$ cat src/sv/length_prefixed_packet_deframer_assert.svh
// Assertion macros shared by the deframer RTL.
`ifndef LENGTH_PREFIXED_PACKET_DEFRAMER_ASSERT_SVH
`define LENGTH_PREFIXED_PACKET_DEFRAMER_ASSERT_SVH
`ifndef SYNTHESIS
// Check a property on clk_i, masked while rst_ni is low.
`define LPPD_ASSERT(lbl, prop, msg) \
  lbl: assert property (@(posedge clk_i) disable iff (!rst_ni) (prop)) else $error(msg);
// Check a property on clk_i at every edge, reset included.
`define LPPD_ASSERT_ALWAYS(lbl, prop, msg) \
  lbl: assert property (@(posedge clk_i) (prop)) else $error(msg);
`else
`define LPPD_ASSERT(lbl, prop, msg)
`define LPPD_ASSERT_ALWAYS(lbl, prop, msg)
`endif
`endif

$ cat src/sv/lppd_pkg.sv
package lppd_pkg;

  // Length prefix size in bytes, least significant byte first.
  localparam int unsigned HeaderBytesDef = 4;
  // Entries in the queue between the front and back parts.
  localparam int unsigned QueueDepthDef  = 2;

  localparam int unsigned LenW     = 32;
  localparam int unsigned ByteW    = 8;
  localparam int unsigned CfgIdxW  = 1;

  localparam logic [CfgIdxW-1:0] CFG_MAX_LEN     = 1'd0;
  localparam logic [CfgIdxW-1:0] CFG_REPORT_ZERO = 1'd1;

  localparam logic [LenW-1:0] MaxLenReset = 32'd65536;

  typedef enum logic [1:0] {
    FUNC_DATA     = 2'd0,
    FUNC_BYP_ON   = 2'd1,
    FUNC_BYP_OFF  = 2'd2
  } func_e;

  typedef enum logic [1:0] {
    KIND_PACKET = 2'd0,
    KIND_BYPASS = 2'd1,
    KIND_ZERO   = 2'd2,
    KIND_ABORT  = 2'd3
  } kind_e;

  typedef struct packed {
    kind_e             kind;
    logic [ByteW-1:0]  data;
    logic              first;
    logic              last;
  } result_t;

endpackage

$ cat src/sv/lppd_front.sv
`include "length_prefixed_packet_deframer_assert.svh"

module lppd_front #(
  parameter int unsigned HEADER_BYTES = lppd_pkg::HeaderBytesDef
) (
  input  logic                         clk_i,
  input  logic                         rst_ni,
  input  logic                         in_valid_i,
  output logic                         in_ready_o,
  input  logic [1:0]                   func_i,
  input  logic [lppd_pkg::ByteW-1:0]   data_byte_i,
  input  logic                         cfg_valid_i,
  input  logic [lppd_pkg::CfgIdxW-1:0] cfg_index_i,
  input  logic [lppd_pkg::LenW-1:0]    cfg_data_i,
  input  logic                         q_full_i,
  output logic                         q_push_o,
  output lppd_pkg::result_t            q_data_o
);
  import lppd_pkg::*;

  localparam int unsigned HcW = (HEADER_BYTES > 1) ? $clog2(HEADER_BYTES) : 1;

  logic [LenW-1:0] max_len_q;
  logic            report_zero_q;
  logic [HcW-1:0]  hcnt_q, hcnt_d;
  logic [LenW-1:0] hv_q, hv_d;
  logic [LenW-1:0] rem_q, rem_d;
  logic            rcv_q, rcv_d;
  logic            byp_q, byp_d;
  logic            drop_q, drop_d;

  logic            acc;
  logic            emit;
  result_t         res;
  logic [3:0]      hext;
  logic [LenW-1:0] hv_new;
  logic            pay_last;

  assign in_ready_o = !q_full_i;
  assign acc        = in_valid_i && in_ready_o;
  assign q_push_o   = acc && emit;
  assign q_data_o   = res;

  always_comb begin
    hcnt_d   = hcnt_q;
    hv_d     = hv_q;
    rem_d    = rem_q;
    rcv_d    = rcv_q;
    byp_d    = byp_q;
    drop_d   = drop_q;
    emit     = 1'b0;
    res      = '{kind: KIND_PACKET, data: '0, first: 1'b0, last: 1'b0};
    hext     = 4'(hcnt_q);
    hv_new   = hv_q;
    pay_last = (rem_q == 32'd1);
    // Prefix bytes past the fourth do not touch the length.
    if (hext < 4'd4) begin
      hv_new = hv_q | (LenW'(data_byte_i) << {hext[1:0], 3'b000});
    end
    unique case (func_e'(func_i))
      FUNC_DATA: begin
        if (rem_q == '0) begin
          if (hext == 4'(HEADER_BYTES - 1)) begin
            hcnt_d = '0;
            hv_d   = '0;
            rcv_d  = 1'b0;
            drop_d = (hv_new > max_len_q) && !byp_q;
            rem_d  = hv_new;
            if (hv_new == '0 && report_zero_q) begin
              emit     = 1'b1;
              res.kind = KIND_ZERO;
            end
          end else begin
            hcnt_d = hcnt_q + 1'b1;
            hv_d   = hv_new;
          end
        end else begin
          rem_d     = rem_q - 32'd1;
          rcv_d     = !pay_last;
          res.data  = data_byte_i;
          res.first = !rcv_q;
          res.last  = pay_last;
          if (byp_q) begin
            emit     = 1'b1;
            res.kind = KIND_BYPASS;
            if (pay_last) begin
              byp_d  = 1'b0;
              drop_d = 1'b0;
            end
          end else if (drop_q) begin
            if (pay_last) begin
              drop_d = 1'b0;
            end
          end else begin
            emit = 1'b1;
          end
        end
      end
      FUNC_BYP_ON: begin
        if (!byp_q) begin
          byp_d = 1'b1;
          if (rem_q != '0) begin
            if (!drop_q && rcv_q) begin
              emit     = 1'b1;
              res.kind = KIND_ABORT;
            end
            drop_d = 1'b0;
            rcv_d  = 1'b0;
          end
        end
      end
      FUNC_BYP_OFF: begin
        if (byp_q) begin
          byp_d = 1'b0;
          if (rem_q != '0) begin
            if (rcv_q) begin
              emit     = 1'b1;
              res.kind = KIND_ABORT;
              drop_d   = 1'b1;
            end else begin
              drop_d = rem_q > max_len_q;
            end
          end
        end
      end
      default: ;
    endcase
  end

  always_ff @(posedge clk_i or negedge rst_ni) begin
    if (!rst_ni) begin
      max_len_q     <= MaxLenReset;
      report_zero_q <= 1'b0;
      hcnt_q        <= '0;
      hv_q          <= '0;
      rem_q         <= '0;
      rcv_q         <= 1'b0;
      byp_q         <= 1'b0;
      drop_q        <= 1'b0;
    end else begin
      if (cfg_valid_i) begin
        if (cfg_index_i == CFG_MAX_LEN) begin
          max_len_q <= cfg_data_i;
        end
        if (cfg_index_i == CFG_REPORT_ZERO) begin
          report_zero_q <= cfg_data_i[0];
        end
      end
      if (acc) begin
        hcnt_q <= hcnt_d;
        hv_q   <= hv_d;
        rem_q  <= rem_d;
        rcv_q  <= rcv_d;
        byp_q  <= byp_d;
        drop_q <= drop_d;
      end
    end
  end

  `LPPD_ASSERT(a_byp_excl_drop, !(byp_q && drop_q), "bypass and drop both set")
  `LPPD_ASSERT(a_hdr_no_rcv, (rem_q == '0) |-> !rcv_q, "payload seen in header phase")
  `LPPD_ASSERT(a_hdr_phase, (hcnt_q != '0) |-> (rem_q == '0), "prefix count in payload phase")

endmodule

$ cat src/sv/lppd_fifo.sv
`include "length_prefixed_packet_deframer_assert.svh"

module lppd_fifo #(
  parameter int unsigned DEPTH = lppd_pkg::QueueDepthDef
) (
  input  logic               clk_i,
  input  logic               rst_ni,
  input  logic               push_i,
  input  lppd_pkg::result_t  push_data_i,
  output logic               full_o,
  input  logic               pop_i,
  output logic               empty_o,
  output lppd_pkg::result_t  pop_data_o
);
  import lppd_pkg::*;

  localparam int unsigned PtrW = $clog2(DEPTH);
  localparam int unsigned CntW = $clog2(DEPTH + 1);

  result_t         mem_q [DEPTH];
  logic [PtrW-1:0] wptr_q, rptr_q;
  logic [CntW-1:0] cnt_q;

  assign full_o     = (cnt_q == CntW'(DEPTH));
  assign empty_o    = (cnt_q == '0);
  assign pop_data_o = mem_q[rptr_q];

  always_ff @(posedge clk_i) begin
    if (push_i) begin
      mem_q[wptr_q] <= push_data_i;
    end
  end

  always_ff @(posedge clk_i or negedge rst_ni) begin
    if (!rst_ni) begin
      wptr_q <= '0;
      rptr_q <= '0;
      cnt_q  <= '0;
    end else begin
      if (push_i) begin
        wptr_q <= (wptr_q == PtrW'(DEPTH - 1)) ? '0 : wptr_q + 1'b1;
      end
      if (pop_i) begin
        rptr_q <= (rptr_q == PtrW'(DEPTH - 1)) ? '0 : rptr_q + 1'b1;
      end
      if (push_i && !pop_i) begin
        cnt_q <= cnt_q + 1'b1;
      end else if (pop_i && !push_i) begin
        cnt_q <= cnt_q - 1'b1;
      end
    end
  end

  `LPPD_ASSERT(a_cnt_range, cnt_q <= CntW'(DEPTH), "queue count out of range")
  `LPPD_ASSERT(a_no_overflow, !(push_i && full_o), "push into full queue")

endmodule

$ cat src/sv/lppd_back.sv
module lppd_back (
  input  logic                       clk_i,
  input  logic                       rst_ni,
  input  logic                       q_empty_i,
  input  lppd_pkg::result_t          q_data_i,
  output logic                       q_pop_o,
  output logic                       out_valid_o,
  input  logic                       out_ready_i,
  output logic [1:0]                 kind_o,
  output logic [lppd_pkg::ByteW-1:0] out_byte_o,
  output logic                       first_o,
  output logic                       last_o
);
  import lppd_pkg::*;

  logic    valid_q;
  result_t data_q;

  // Load whenever the output register is free or being drained.
  assign q_pop_o = !q_empty_i && (!valid_q || out_ready_i);

  always_ff @(posedge clk_i or negedge rst_ni) begin
    if (!rst_ni) begin
      valid_q <= 1'b0;
    end else if (!valid_q || out_ready_i) begin
      valid_q <= !q_empty_i;
    end
  end

  always_ff @(posedge clk_i) begin
    if (q_pop_o) begin
      data_q <= q_data_i;
    end
  end

  assign out_valid_o = valid_q;
  assign kind_o      = data_q.kind;
  assign out_byte_o  = data_q.data;
  assign first_o     = data_q.first;
  assign last_o      = data_q.last;

endmodule

$ cat src/sv/length_prefixed_packet_deframer.sv
// Deframer for a byte stream of length-prefixed packets.
// Input channel (in_valid_i/in_ready_o): one request per byte or command;
// func_i selects a data byte, bypass on or bypass off.
// Output channel (out_valid_o/out_ready_i): payload bytes with first/last
// marks, bypass bytes, zero-length events and abort events.
// Config channel (cfg_valid_i/cfg_ready_o): index 0 max_packet_len,
// index 1 report_zero; always ready, write only while idle.
// Throughput: one input request per cycle while the result queue is not
// full; the front part updates its prefix/payload counters on each request.
// Path: a result is written into the result queue when its input request
// is accepted, then passes through the output register to the output port.
// Reset: counters, bypass and drop flags clear, max_packet_len returns to
// 65536 and report_zero to 0; no results are pending.
// Receiver stall: results collect in the queue and output register; input
// stays ready until the queue fills, then in_ready_o drops.
module length_prefixed_packet_deframer #(
  parameter int unsigned HEADER_BYTES = lppd_pkg::HeaderBytesDef,
  parameter int unsigned QUEUE_DEPTH  = lppd_pkg::QueueDepthDef
) (
  input  logic                         clk_i,
  input  logic                         rst_ni,
  input  logic                         in_valid_i,
  output logic                         in_ready_o,
  input  logic [1:0]                   func_i,
  input  logic [lppd_pkg::ByteW-1:0]   data_byte_i,
  output logic                         out_valid_o,
  input  logic                         out_ready_i,
  output logic [1:0]                   kind_o,
  output logic [lppd_pkg::ByteW-1:0]   out_byte_o,
  output logic                         first_o,
  output logic                         last_o,
  input  logic                         cfg_valid_i,
  output logic                         cfg_ready_o,
  input  logic [lppd_pkg::CfgIdxW-1:0] cfg_index_i,
  input  logic [lppd_pkg::LenW-1:0]    cfg_data_i
);
  import lppd_pkg::*;

  logic    q_full, q_empty, q_push, q_pop;
  result_t q_wdata, q_rdata;

  // Registers take every write at once.
  assign cfg_ready_o = 1'b1;

  // Front: decode requests, track prefix/payload state, classify results.
  lppd_front #(
    .HEADER_BYTES(HEADER_BYTES)
  ) u_front (
    .clk_i       (clk_i),
    .rst_ni      (rst_ni),
    .in_valid_i  (in_valid_i),
    .in_ready_o  (in_ready_o),
    .func_i      (func_i),
    .data_byte_i (data_byte_i),
    .cfg_valid_i (cfg_valid_i),
    .cfg_index_i (cfg_index_i),
    .cfg_data_i  (cfg_data_i),
    .q_full_i    (q_full),
    .q_push_o    (q_push),
    .q_data_o    (q_wdata)
  );

  // Queue: hold results so front and back stall independently.
  lppd_fifo #(
    .DEPTH(QUEUE_DEPTH)
  ) u_fifo (
    .clk_i       (clk_i),
    .rst_ni      (rst_ni),
    .push_i      (q_push),
    .push_data_i (q_wdata),
    .full_o      (q_full),
    .pop_i       (q_pop),
    .empty_o     (q_empty),
    .pop_data_o  (q_rdata)
  );

  // Back: advance results into the output register toward the receiver.
  lppd_back u_back (
    .clk_i       (clk_i),
    .rst_ni      (rst_ni),
    .q_empty_i   (q_empty),
    .q_data_i    (q_rdata),
    .q_pop_o     (q_pop),
    .out_valid_o (out_valid_o),
    .out_ready_i (out_ready_i),
    .kind_o      (kind_o),
    .out_byte_o  (out_byte_o),
    .first_o     (first_o),
    .last_o      (last_o)
  );

endmodule

$ cat config.mk
export PLATFORM = sky130hd
export DESIGN_NAME = length_prefixed_packet_deframer
export DESIGN_NICKNAME = d
export VERILOG_FILES = /design/src/sv/lppd_pkg.sv /design/src/sv/lppd_front.sv /design/src/sv/lppd_fifo.sv /design/src/sv/lppd_back.sv /design/src/sv/length_prefixed_packet_deframer.sv
export VERILOG_INCLUDE_DIRS = /design/src /design/src/sv
export SDC_FILE = /design/constraint.sdc
export NUM_CORES = 1
export LEC_CHECK = 0
export BUFFER_PORTS_ARGS = -buffer_cell sky130_fd_sc_hd__clkbuf_2
export CAP_MARGIN = 10
export CORE_MARGIN = 2
export CORE_UTILIZATION = 33
export CTS_CLUSTER_SIZE = 30
export DETAILED_ROUTE_END_ITERATION = 10
export RECOVER_POWER = 25
export SKIP_CTS_REPAIR_TIMING = 1
export SYNTH_ARGS = -nofsm -noshare
export SYNTH_HDL_FRONTEND = slang
export SYNTH_HIERARCHICAL = 1
export SYNTH_SLANG_ARGS = --single-unit
export TNS_END_PERCENT = 10
$ cat constraint.sdc
create_clock -name clk_i -period 9.26 [get_ports clk_i]
set_input_delay 0.926 -clock clk_i [delete_from_list [all_inputs] [get_ports clk_i]]
set_output_delay 0.926 -clock clk_i [all_outputs]
set_load 0.1 [all_outputs]
Word level (Yosys, flattened, before mapping)
Memories as Yosys holds them, arrays and structs flattened. A register that Yosys moved wholly into a read port is not among the register bits.
Cells that the tools add are included.
{"block": "op_classes", "n_addsub": 6, "order_cmp": 2, "eq_ne": 13, "shift": 1, "muxes": 53, "bitwise_logic": 2, "n_reduce_logical": 33}
{"op": "two-way mux 32 bit", "count": 3}
{"op": "greater-than comparator 32 bit", "count": 2}
{"op": "logical NOT 32 bit", "count": 2}
{"op": "equality test 32 x 1 -> 1 bit, second input constant", "count": 1}
{"op": "bitwise OR 32 bit", "count": 1}
{"op": "nonzero test 32 bit", "count": 1}
{"op": "<< shifter 8 x 5 -> 32 bit", "count": 1}
{"op": "subtractor 32 x 1 -> 32 bit, second input constant", "count": 1}
{"op": "two-way mux 1 bit", "count": 31}
{"op": "two-way mux 2 bit", "count": 12}
{"op": "two-way mux 10 bit", "count": 2}
{"op": "logical NOT 1 bit", "count": 9}
{"op": "one-hot mux 1 bit (3 select lines)", "count": 3}
{"op": "AND reduction 3 bit", "count": 3}
{"op": "logical AND 1 bit", "count": 8}
{"op": "AND reduction 8 bit", "count": 1}
{"op": "equality test 2 bit, second input constant", "count": 3}
{"op": "!= test 2 x 1 -> 1 bit, second input constant", "count": 3}
{"op": "!= test 2 bit, second input constant", "count": 3}
{"op": "one-hot mux 2 bit (3 select lines)", "count": 1}
{"op": "AND reduction 5 bit", "count": 1}
{"op": "adder 2 x 1 -> 2 bit, second input constant", "count": 2}
{"op": "logical NOT 2 bit", "count": 2}
{"op": "!= test 4 bit, second input constant", "count": 1}
{"op": "other kinds (10)", "count": 13}
{"block": "word_totals", "ff_bits": 107, "ram_bits": 24, "in_bits": 48, "out_inout_bits": 15, "word_cells": 123, "memories": 1}
{"memory": "u_fifo.mem_q", "words": 2, "width": 12, "rd": 1, "rd_ports_with_merged_regs": 1, "wr": 1, "line_no": "lppd_fifo.sv:20", "rtl": "result_t mem_q [DEPTH];"}

Logic depth before layout (Yosys ltp)
Gate-level depths: netlist of run 1.
{"block": "logic_depth", "word_depth": 13, "mapped_depth": 14, "depth_no_buf": 13}

By module
The synthesis of run 1 kept the hierarchy.
{"mod": "lppd_front", "n_inst": 1, "cells_per_inst": 801, "area_per_inst_um2": 6706.4, "seq_area_each_um2": 2553.7}
{"mod": "lppd_fifo", "n_inst": 1, "cells_per_inst": 53, "area_per_inst_um2": 1087.3, "seq_area_each_um2": 820.8}
{"mod": "lppd_back", "n_inst": 1, "cells_per_inst": 17, "area_per_inst_um2": 410.4, "seq_area_each_um2": 385.4}
{"mod": "length_prefixed_packet_deframer", "n_inst": 1, "cells_per_inst": 2, "area_per_inst_um2": 11.3, "seq_area_each_um2": 0.0}

Least setup slack after synthesis of run 1
OpenSTA, ideal clock, no wires.
{"block": "synth_path", "kind": "register to register", "from": "register u_front.rem_q[27]", "to": "memory u_fifo/mem_q[0][0] (netlist bit), enable pin", "setup_ns": 0.382, "arrival_ns": 3.227, "required_ns": 8.878, "path_slack_ns": 5.651, "path_stages_with_launch": 9, "path_buffers": 1, "period_less_slack_ns": 3.609, "cell_sequence": "dfrtp_1 -> or4_4 -> or4_4 -> nor4_2 -> buf_2 -> nand3_1 -> o21a_1 -> a21boi_0 -> nor2b_1"}
{"block": "synth_between", "elab_chain_len": 7, "word_cells_on_any_way": 11, "classes_between": "mux: 8; reduce/logical: 3"}
{"element": "from (decl)", "line_no": "lppd_front.sv:27", "rtl": "logic [LenW-1:0] rem_q, rem_d;"}
{"element": "from (signal assigned)", "line_no": "lppd_front.sv:152", "rtl": "rem_q <= rem_d;"}
{"element": "nonzero test 32 bit", "line_no": "lppd_front.sv:102, lppd_front.sv:115"}
{"element": "two-way mux 1 bit (on tied branches)", "line_no": "lppd_front.sv:115, lppd_front.sv:102"}
{"element": "two-way mux 1 bit (on tied branches)", "line_no": "lppd_front.sv:113, lppd_front.sv:100"}
{"element": "one-hot mux 1 bit (3 select lines) *", "line_no": "lppd_front.sv:60", "rtl": "unique case (func_e'(func_i))"}
{"element": "logical AND 1 bit *", "line_no": "lppd_front.sv:41", "rtl": "assign q_push_o = acc && emit;"}
{"element": "net q_push", "line_no": "length_prefixed_packet_deframer.sv:39", "rtl": "logic q_full, q_empty, q_push, q_pop;"}
{"element": "two-way mux 1 bit *", "line_no": "lppd_fifo.sv:29", "rtl": "if (push_i) begin"}
{"element": "two-way mux 1 bit (implied by the code) *", "line_no": "lppd_fifo.sv:30", "rtl": "mem_q[wptr_q] <= push_data_i;"}
{"element": "to (decl)", "line_no": "lppd_fifo.sv:20"}
The timed path passes the listed nets; every way through them passes the cells marked *.

Final worst setup path of run 1
{"block": "layout_path", "from": "register u_front.rem_q[1]", "to": "memory u_fifo/mem_q[0][7] (netlist bit), enable pin"}
The elaborated chain is that of the path after synthesis.

==> run_results.csv, run 1 <==
group,metric,value,unit
outcome,status,"finished with violations",
outcome,violations,"max-capacitance violations, max-slew violations",
finish,layout_commonest_cell,"dfrtp_1",
power,pwr-share-comb,28.3,%
worst_setup_path,crit_family,"simple AND/OR/NAND/NOR gates",
synthesis,synth_seq_area_share,45.8,%
timing,finalHoldViolCount,0,
route,routed_via_density,5.34,
timing,fin_skew,0.0112,ns
worst_setup_path,worst_setup_path_end_kind,"flop",
finish,mostFrequentLayoutCells,"dfrtp_1 (106), inv_1 (83), a21oi_1 (81)",
timing,period_minus_slack,4.07,ns
timing,fmax,0.246,GHz
worst_setup_path,slowest_stage,"nor2b_1",
worst_setup_path,crit_cells,10,
route,wl_met3,1160,um
cts,clock-sinks,143,
synthesis,ys_top_cells_by_area,"dfrtp_1 (32%), edfxtp_1 (13%), ha_1 (11%), a21oi_1 (4.9%), o21ai_0 (4.3%)",
worst_setup_path,crit_arrival,4.12,ns
floorplan,start_util,33.7,%
synthesis,synth_area,8220,um2
power,p_per_area,231,nW/um2
place,io_buffers,61,
finish,nets,1043,
timing,rsz0062_at_grt,"false",
route,avgRoutedWirePerCell,17.6,um
cts,cts_tree,"built",
synthesis,yosysWarnings,6,
grt,grt_use_total,17.2,%
worst_setup_path,crit_type,"reg2reg",
worst_setup_path,cp.required,9.31,ns
route,vias,6723,
timing,drv_slew,52,
finish,area_growth,14.3,%
synthesis,synthCells,873,
floorplan,core,24400,um2
floorplan,boundaryPins,63,
finish,final_util,38.5,%
synthesis,yosys.cell_types.count,65,
place,placed_cell_area,8830,um2
synthesis,synth_fp_nets,993,
power,seqPwrFrac,39.5,%
finish,final_area,9390,um2
timing,post-route-period-util,43.9,%
grt,antenna_found_initial,0,
timing,finalSetupTns,0,ns
route,finalWirelength,22100,um
timing,worstMarginPinSlew,2.88,ns
worst_setup_path,path_cells,"inv_1 > ha_1 > nor3b_1 > nand4_1 > nor4_2 > buf_4 > nand3_1 > o21a_1 > a21boi_0 > nor2b_1",
power,ir_drop,211,uV
worst_setup_path,crit_path_start_kind,"flop",
route,drt-initial-drc-count,572,
grt,grt-ovfl-total,0,
finish,drive_above_1_share,12.6,%
place,gp_congestion,0.865,
route,drc,0,
route,drt-met1-wl,9810,um
timing,finalSetupViolCount,0,
worst_setup_path,cpPeakStageDelay,0.89,ns
power,power.switching,859,uW
hold_path,whs_path_depth,1,
cts,cts_buffers,17,
synthesis,synth_top_area_share,32.3,%
power,power.leakage,4.31,nW
route,dr_wl_met2,10600,um
route,highest_layer,"met4",
synthesis,yosysTopAreaCell,"dfrtp_1",
route,drt-pass1-iter-count,5,
route,antenna_left,0,
grt,grt_pass1_wl,35000,um
synthesis,ys_ff_latch,143,
cts,clk_pin_slew,0.07,ns
synthesis,syn_avg_cell_area,9.41,um2
grt,grt_max_degree,64,
cts,clock_path_buffers,2,
hold_path,hold_path_class,"reg2reg",
worst_setup_path,reg2reg_depth,10,
power,swShare,39.7,%
worst_setup_path,cp.buffers_inverters,2,
floorplan,dieWidth,162,um
cts,clock_latency,0.43,ns
cts,cts-root-buf,"clkbuf_16",
floorplan,dieArea,26200,um2
cts,htreeDepth,4,
synthesis,synth_ff_type,"dfrtp_1",
finish,fillers,2510,
power,clkPwrFrac,32.1,%
grt,grt_pass1_vias,6392,
place,dp_hpwl,16300,um
finish,diodes,0,
flow_run,maxCapViolCount,1,
worst_setup_path,critPathMaxFanout,13,
timing,slew_headroom,-91.8,%
synthesis,synth_edf_count,36,
synthesis,async_flop_share,74.8,%
floorplan,die_y,162,um
power,p_int,1.31,mW
floorplan,num_rows,57,
==> area by class of cell <==
type / count / area [um2] / share of cell area, %
Timing Repair Buffer: 67 / 348 / 3.70
Sequential cell: 143 / 3760 / 40.0
Clock inverter: 15 / 184 / 1.96
Multi-Input combinational cell: 611 / 3960 / 42.1
Inverter: 83 / 312 / 3.32
Tap cell: 324 / 405 / 4.32
Clock buffer: 17 / 425 / 4.53
==> cells by family (layout without fill, tap and decap cells) <==
logic type | after synthesis | count (layout) | share of synthesized area, %
compound gates | 230 | 230 | 16.8
xor+xnor | 5 | 5 | 0.533
fa+ha+maj | 72 | 72 | 11.0
buf+inv | 119 | 182 | 5.80
flops | 143 | 143 | 45.8
mux | 19 | 19 | 3.00
other cells | 1 | 1 | 0.0456
simple gates | 284 | 284 | 17.1
==> power by group through the flow <==
stage / clock network, mW / registers [mW] / logic (mW)
6_report: 0.696 / 0.856 / 0.614
5_1_grt: 0.737 / 0.872 / 0.672
4_1_cts: 0.710 / 0.858 / 0.629
3_5_place_dp: 0 / 0.870 / 0.626
3_3_place_gp: 0 / 0.868 / 0.616
2_1_floorplan: 0 / 0.989 / 0.353
==> cell usage after synthesis, types with 3 or more instances <==
master / count
inv_1: 83
nand2_1: 76
nor2b_1: 8
nor4_1: 8
ha_1: 72
a211oi_1: 4
dfrtp_1: 106
o31ai_1: 5
mux2_4: 9
or3_1: 5
o21ai_0: 70
nand3_1: 19
o211ai_1: 5
mux2_2: 8
or4_4: 3
o22a_1: 5
clkbuf_1: 23
o32ai_1: 3
o22ai_1: 3
a22oi_1: 8
and2_1: 3
and3_1: 12
a21o_1: 13
nor2_1: 61
nor3_1: 44
edfxtp_1: 36
xor2_1: 4
or4_1: 4
a21oi_1: 81
a22o_1: 5
nand2b_1: 3
nand4_1: 28
a31oi_1: 7
buf_2: 9
==> stage by stage <==
stage	setup slack [ns]	power (mW)	hold WS, ns	instances
final	5.19	2.17	0.485	1260
after global routing	4.86	2.28	0.530	1260
after CTS	5.19	2.20	0.490	1260
after detailed placement	5.07	1.50	0.475	1228
after global placement	5.19	1.48	0.462	1228
after floorplan	5.65	1.34	0.449	873
==> state kept, by name, summed over array words and instances (netlist names) <==
name	count
u_back/first_o	1
u_fifo/mem_q	24
u_front/rcv_q	1
u_front/byp_q	1
u_fifo/wptr_q	1
u_back/out_byte_o	8
u_front/drop_q	1
u_front/report_zero_q	1
u_fifo/rptr_q	1
u_back/last_o	1
u_front/hv_q	32
u_front/rem_q	32
u_back/out_valid_o	1
u_front/hcnt_q	2
u_back/kind_o	2
u_front/max_len_q	32
u_fifo/cnt_q	2
==> path summary, 6_finish.rpt <==
kind | from | to | slack [ns]
hold / removal | u_fifo/cnt_q[1]$_DFFE_PN0P_ | u_fifo/cnt_q[1]$_DFFE_PN0P_ | 0.49
setup / recovery | u_front/rem_q[1]$_DFFE_PN0P_ | u_fifo/mem_q[0][7]$_DFFE_PP_ | 5.19
min in group asynchronous | rst_ni | u_front/max_len_q[15]$_DFFE_PN0P_ | 1.43
max in group asynchronous | rst_ni | u_fifo/cnt_q[0]$_DFFE_PN0P_ | 5.87
setup reg to reg | u_front/rem_q[1]$_DFFE_PN0P_ | u_fifo/mem_q[0][7]$_DFFE_PP_ | 5.19
hold reg to reg | u_fifo/cnt_q[1]$_DFFE_PN0P_ | u_fifo/cnt_q[1]$_DFFE_PN0P_ | 0.49
==> layer usage <==
layer / vias to the layer above / GRT usage, %
li1: 3248 / -
met1: 3221 / 22.2
met2: 218 / 28.7
met3: 36 / 3.63
met4: 0 / 6.19
met5: - / 0
(Power assumes the default switching activity.)
==> run 2, diff against run 1 <==
Settings changed: ABC_AREA set to 1.
Clock period 9.26 ns to 3.6 ns, I/O delays scaled along.
==> run 2 against run 1 <==
The run still ends with max-capacitance violations, max-slew violations left. Combinational power grew to 3.5 times the previous value. Design area up 7.5%. Hold slack worse by 0.35 ns. Register-to-register slack lost 4.7 ns. Power increased to 2.9 times the previous value. Routed wire length rose by 6.2%. Critical path depth up 2. Global-route usage up 0.17 points. Setup slack worse by 4.7 ns. Critical endpoint is now u_fifo/mem_q[1][0]$_DFFE_PP_.
==> run_results.csv, run 2 <==
group,metric,value,unit
grt,grt_pass1_wl,38300,um
route,antenna_left,0,
synthesis,ys_ff_latch,143,
finish,layout_commonest_cell,"nand2_1",
worst_setup_path,cpPeakStageDelay,0.56,ns
synthesis,yosysWarnings,6,
synthesis,ys_top_cells_by_area,"dfrtp_1 (30%), edfxtp_1 (12%), ha_1 (10%), nand2_1 (7.8%), inv_1 (6.3%)",
floorplan,start_util,33.8,%
route,drt-pass1-iter-count,6,
timing,fin_skew,0.0127,ns
finish,diodes,0,
floorplan,core,26200,um2
finish,nets,1234,
finish,final_util,38.5,%
synthesis,ys_top_cells_by_count,"nand2_1 (184), inv_1 (148), nor2_1 (117), dfrtp_1 (106), a21oi_1 (82)",
cts,clock_latency,0.44,ns
place,dp_hpwl,17600,um
route,avgRoutedWirePerCell,16.1,um
synthesis,synth_area,8850,um2
route,drc,0,
worst_setup_path,path_cells,"inv_1 > nand2_1 > o21ai_0 > nor2_1 > nand3_1 > nor3_1 > nand3_1 > o211ai_1 > nand2_1 > inv_1 > nand2_1 > inv_1",
timing,finalSetupTns,0,ns
cts,htreeDepth,4,
worst_setup_path,crit_type,"reg2reg",
timing,period_minus_slack,3.14,ns
grt,grt_max_degree,65,
synthesis,async_flop_share,74.8,%
outcome,violations,"max-capacitance violations, max-slew violations",
hold_path,hold_path_class,"in2reg",
synthesis,synth_edf_count,36,
timing,slew_headroom,-14.2,%
timing,worstMarginPinSlew,1.71,ns
synthesis,synth_fp_nets,1173,
finish,stdcell_count,1462,
floorplan,dieArea,28100,um2
route,drt-initial-drc-count,477,
synthesis,synthCells,1053,
cts,clock-sinks,143,
synthesis,syn_avg_cell_area,8.40,um2
place,place_inst,1430,
place,placed_cell_area,9500,um2
hold_path,whs_path_depth,2,
route,finalWirelength,23500,um
cts,cts_tree,"built",
timing,drv_slew,65,
timing,post-route-period-util,87.3,%
place,gp_congestion,0.911,
worst_setup_path,slowest_stage,"dfrtp_1",
finish,drive_above_1_share,16.6,%
power,p_per_area,621,nW/um2
timing,whs,0.132,ns
floorplan,boundaryPins,63,
floorplan,dieWidth,168,um
timing,finalHoldViolCount,0,
finish,final_area,10100,um2
timing,fmax,0.318,GHz
finish,area_growth,14.1,%
grt,antenna_found_initial,0,
power,power.leakage,4.94,nW
synthesis,yosys.cell_types.count,49,
finish,mostFrequentLayoutCells,"nand2_1 (183), inv_1 (148), nor2_1 (117)",
floorplan,die_y,168,um
place,io_buffers,61,
synthesis,synth_top_area_share,30.0,%
finish,reg_top3,"u_front/hv_q x32, u_front/max_len_q x32, u_front/rem_q x32",
worst_setup_path,crit_arrival,3.22,ns
synthesis,synth_ff_type,"dfrtp_1",
worst_setup_path,reg2reg_depth,12,
cts,cts-root-buf,"clkbuf_16",
flow_run,maxCapViolCount,1,
grt,grt_use_total,17.4,%
floorplan,num_rows,59,
timing,finalSetupViolCount,0,
timing,rsz0062_at_grt,"false",
synthesis,yosysTopAreaCell,"dfrtp_1",
route,vias,7238,
cts,clk_pin_slew,0.07,ns
outcome,status,"finished with violations",
cts,clock_path_buffers,2,
cts,cts_buffers,17,
worst_setup_path,critPathMaxFanout,12,
grt,grt_pass1_vias,7170,
worst_setup_path,crit_path_start_kind,"flop",
power,ir_drop,285,uV
worst_setup_path,cp.required,3.68,ns
synthesis,synth_most_common_cell,"nand2_1",
grt,grt-ovfl-total,0,
worst_setup_path,worst_setup_path_end_kind,"flop",
synthesis,synth_seq_area_share,42.5,%
route,routed_via_density,4.95,
==> run 2: critical path, delay by kind of cell (launching register included) <==
family / cells / cell delay, ns
AO/OA/AOI/OAI: 2 / 0.38
flip-flops: 1 / 0.56
buffers and inverters: 3 / 0.76
AND/OR/NAND/NOR: 7 / 1.07
==> run 2: worst paths after layout <==
check / start / endpoint / slack [ns]
max in group asynchronous: rst_ni / u_front/rem_q[0]$_DFFE_PN0P_ / 1.30
min reg2reg: u_front/drop_q$_DFFE_PN0P_ / u_front/drop_q$_DFFE_PN0P_ / 0.49
max reg2reg: u_front/hcnt_q[0]$_DFFE_PN0P_ / u_fifo/mem_q[1][0]$_DFFE_PP_ / 0.46
max: u_front/hcnt_q[0]$_DFFE_PN0P_ / u_fifo/mem_q[1][0]$_DFFE_PP_ / 0.46
min: cfg_index_i / u_front/report_zero_q$_DFFE_PN0P_ / 0.13
min in group asynchronous: rst_ni / u_front/max_len_q[27]$_DFFE_PN0P_ / 0.36
==> run 2: kinds of logic after synthesis <==
| family | synth area share, % |
|---|---|
| XOR/XNOR | 2.18 |
| adder cells (fa/ha/maj) | 10.2 |
| other | 0.0424 |
| flip-flops | 42.5 |
| multiplexers | 1.91 |
| buffers and inverters | 8.53 |
| AND/OR/NAND/NOR | 20.0 |
| AO/OA/AOI/OAI | 14.6 |
==> run 2: final cells by class <==
cell class / count / area (um2)
clock buffers: 17 / 425
clock inverters: 15 / 191
fillers: 2660 / 16100
inverters: 153 / 579
multi-input cells: 727 / 4340
flip-flops and latches: 143 / 3760
well taps: 335 / 419
repair buffers: 72 / 385
==> run 2: routing by layer <==
layer | track usage (%) | part of all wire (%)
met2 | 27.8 | 46
met5 | 0 | 0
met1 | 23.5 | 47
met3 | 3.50 | 5.0
met4 | 6.20 | 1.9
==> run 2: metrics by stage <==
stage	total power [mW]	setup slack, ns
after floorplan	3.96	0.748
after global placement	4.44	0.591
after detailed placement	4.48	0.514
after CTS	6.32	0.503
after global routing	6.68	0.147
final	6.27	0.458
==> run 2: power by group <==
group | switching [mW] | leakage (nW) | internal (mW)
clock | 0.865 | 0.300 | 0.947
sequential | 0.273 | 1.63 | 2.01
combinational | 1.53 | 3.01 | 0.648
==> run 3, diff against run 2 <==
Settings changed: PLACE_DENSITY set to 0.47.
==> run 3 against run 2 <==
The flow still finishes with violations (max-capacitance violations, max-slew violations). Register-to-register slack got worse by 0.03 ns. Combinational power hardly changed. Global-route usage grew 0.70 points. Largest power group unchanged.
==> run_results.csv, run 3 (synthesis results as in run 2) <==
group,metric,value,unit
finish,nets,1256,
finish,layout_commonest_cell,"nand2_1",
cts,clock_path_buffers,2,
route,drt-initial-drc-count,427,
floorplan,start_util,33.8,%
grt,grt-ovfl-total,0,
finish,diodes,0,
floorplan,core,26200,um2
outcome,violations,"max-capacitance violations, max-slew violations",
finish,drive_above_1_share,18.2,%
cts,htreeDepth,4,
route,drt-pass1-iter-count,5,
cts,clock-sinks,143,
floorplan,die_y,168,um
finish,area_growth,16.0,%
timing,fin_skew,0.0159,ns
power,power.leakage,5.04,nW
route,avgRoutedWirePerCell,16.8,um
timing,post-route-period-util,88.0,%
grt,grt_pass1_wl,39200,um
finish,fillers,2685,
route,routed_via_density,4.86,
floorplan,dieArea,28100,um2
route,vias,7214,
power,ir_drop,270,uV
finish,final_util,39.1,%
finish,reg_top3,"u_front/hv_q x32, u_front/max_len_q x32, u_front/rem_q x32",
worst_setup_path,worst_setup_path_end_kind,"flop",
cts,clock_latency,0.43,ns
finish,mostFrequentLayoutCells,"nand2_1 (183), inv_1 (148), nor2_1 (117)",
timing,period_minus_slack,3.17,ns
cts,clk_pin_slew,0.07,ns
place,dp_hpwl,18700,um
flow_run,maxCapViolCount,1,
worst_setup_path,critPathMaxFanout,12,
cts,cts-root-buf,"clkbuf_16",
timing,finalSetupViolCount,0,
worst_setup_path,crit_path_start_kind,"flop",
timing,slew_headroom,-4.15,%
timing,fmax,0.316,GHz
cts,cts_buffers,17,
worst_setup_path,cp.required,3.65,ns
power,p_per_area,611,nW/um2
route,antenna_left,0,
floorplan,dieWidth,168,um
place,io_buffers,61,
cts,cts_tree,"built",
worst_setup_path,worst-r2r-setup-slack,0.43,ns
place,gp_congestion,0.894,
timing,drv_slew,60,
grt,grt_max_degree,60,
grt,grt_use_total,18.1,%
worst_setup_path,crit_type,"reg2reg",
floorplan,num_rows,59,
floorplan,boundaryPins,63,
hold_path,hold_path_class,"in2reg",
grt,grt_pass1_vias,7033,
worst_setup_path,crit_arrival,3.22,ns
timing,finalHoldViolCount,0,
timing,finalSetupTns,0,ns
timing,rsz0062_at_grt,"false",
outcome,status,"finished with violations",
grt,antenna_found_initial,0,
route,finalWirelength,24900,um
timing,worstMarginPinSlew,1.56,ns
route,drc,0,
==> run 3: cell types whose count changed in the layout (fill, tap and decap cells not counted), sizes merged <==
cell / delta
buf: +22
clkinv: +1
inv: -1
==> run 3: critical path, stage by stage, from the launching register on <==
cell	delay, ns
dfrtp_1	0.38
inv_1	0.20
buf_4	0.17
o21ai_0	0.17
inv_1	0.26
nand4_1	0.19
nor2_1	0.14
nand2_1	0.06
inv_1	0.05
nand3_1	0.11
o211ai_1	0.13
nand2_1	0.08
inv_1	0.08
inv_1	0.04
nor2_1	0.72
==> run 3: final timing paths <==
| check | startpoint | to | cells past startpoint |
|---|---|---|---|
| setup / recovery | u_front/hcnt_q[1]$_DFFE_PN0P_ | u_fifo/mem_q[0][3]$_DFFE_PP_ | 14 |
| hold reg to reg | u_fifo/cnt_q[1]$_DFFE_PN0P_ | u_fifo/cnt_q[1]$_DFFE_PN0P_ | 2 |
| max in group asynchronous | rst_ni | u_front/hv_q[31]$_DFFE_PN0P_ | 2 |
| hold / removal | cfg_index_i | u_front/report_zero_q$_DFFE_PN0P_ | 2 |
| min in group asynchronous | rst_ni | u_front/max_len_q[27]$_DFFE_PN0P_ | 1 |
| setup reg to reg | u_front/hcnt_q[1]$_DFFE_PN0P_ | u_fifo/mem_q[0][3]$_DFFE_PP_ | 14 |
==> run 3: routing by layer <==
| metal | up-vias | share of wire [%] | track usage, % |
|---|---|---|---|
| li1 | 3650 | - | - |
| met1 | 3366 | 47 | 24.5 |
| met2 | 168 | 46 | 29.2 |
| met3 | 30 | 4.3 | 3.90 |
| met4 | 0 | 2.1 | 5.37 |
| met5 | - | 0 | 0 |
==> run 3: layout make-up <==
class,instances,area [um2],share of cell area [%]
Multi-Input combinational cell,727,4340,42.3
Clock buffer,17,425,4.15
Clock inverter,15,189,1.84
Tap cell,335,419,4.09
Timing Repair Buffer,94,551,5.37
Inverter,153,579,5.65
Sequential cell,143,3760,36.7
==> run 3: where the power goes <==
part | switching, mW | internal [mW]
Sequential | 0.269 | 2.01
Clock | 0.863 | 0.945
Combinational | 1.53 | 0.654
Total | 2.66 | 3.61
==> run 3: through the flow <==
| step | total power [mW] | setup WS (ns) | instances | cell area [um2] | hold WS, ns |
|---|---|---|---|---|---|
| global route | 6.67 | 0.215 | 1484 | 10300 | 0.141 |
| finish | 6.27 | 0.430 | 1484 | 10300 | 0.138 |
| global placement | 4.50 | 0.492 | 1452 | 9660 | 0.468 |
| CTS | 6.34 | 0.406 | 1484 | 10300 | 0.0489 |
| floorplan | 3.96 | 0.748 | 1053 | 8850 | 0.0644 |
| detailed placement | 4.50 | 0.423 | 1452 | 9660 | 0.468 |
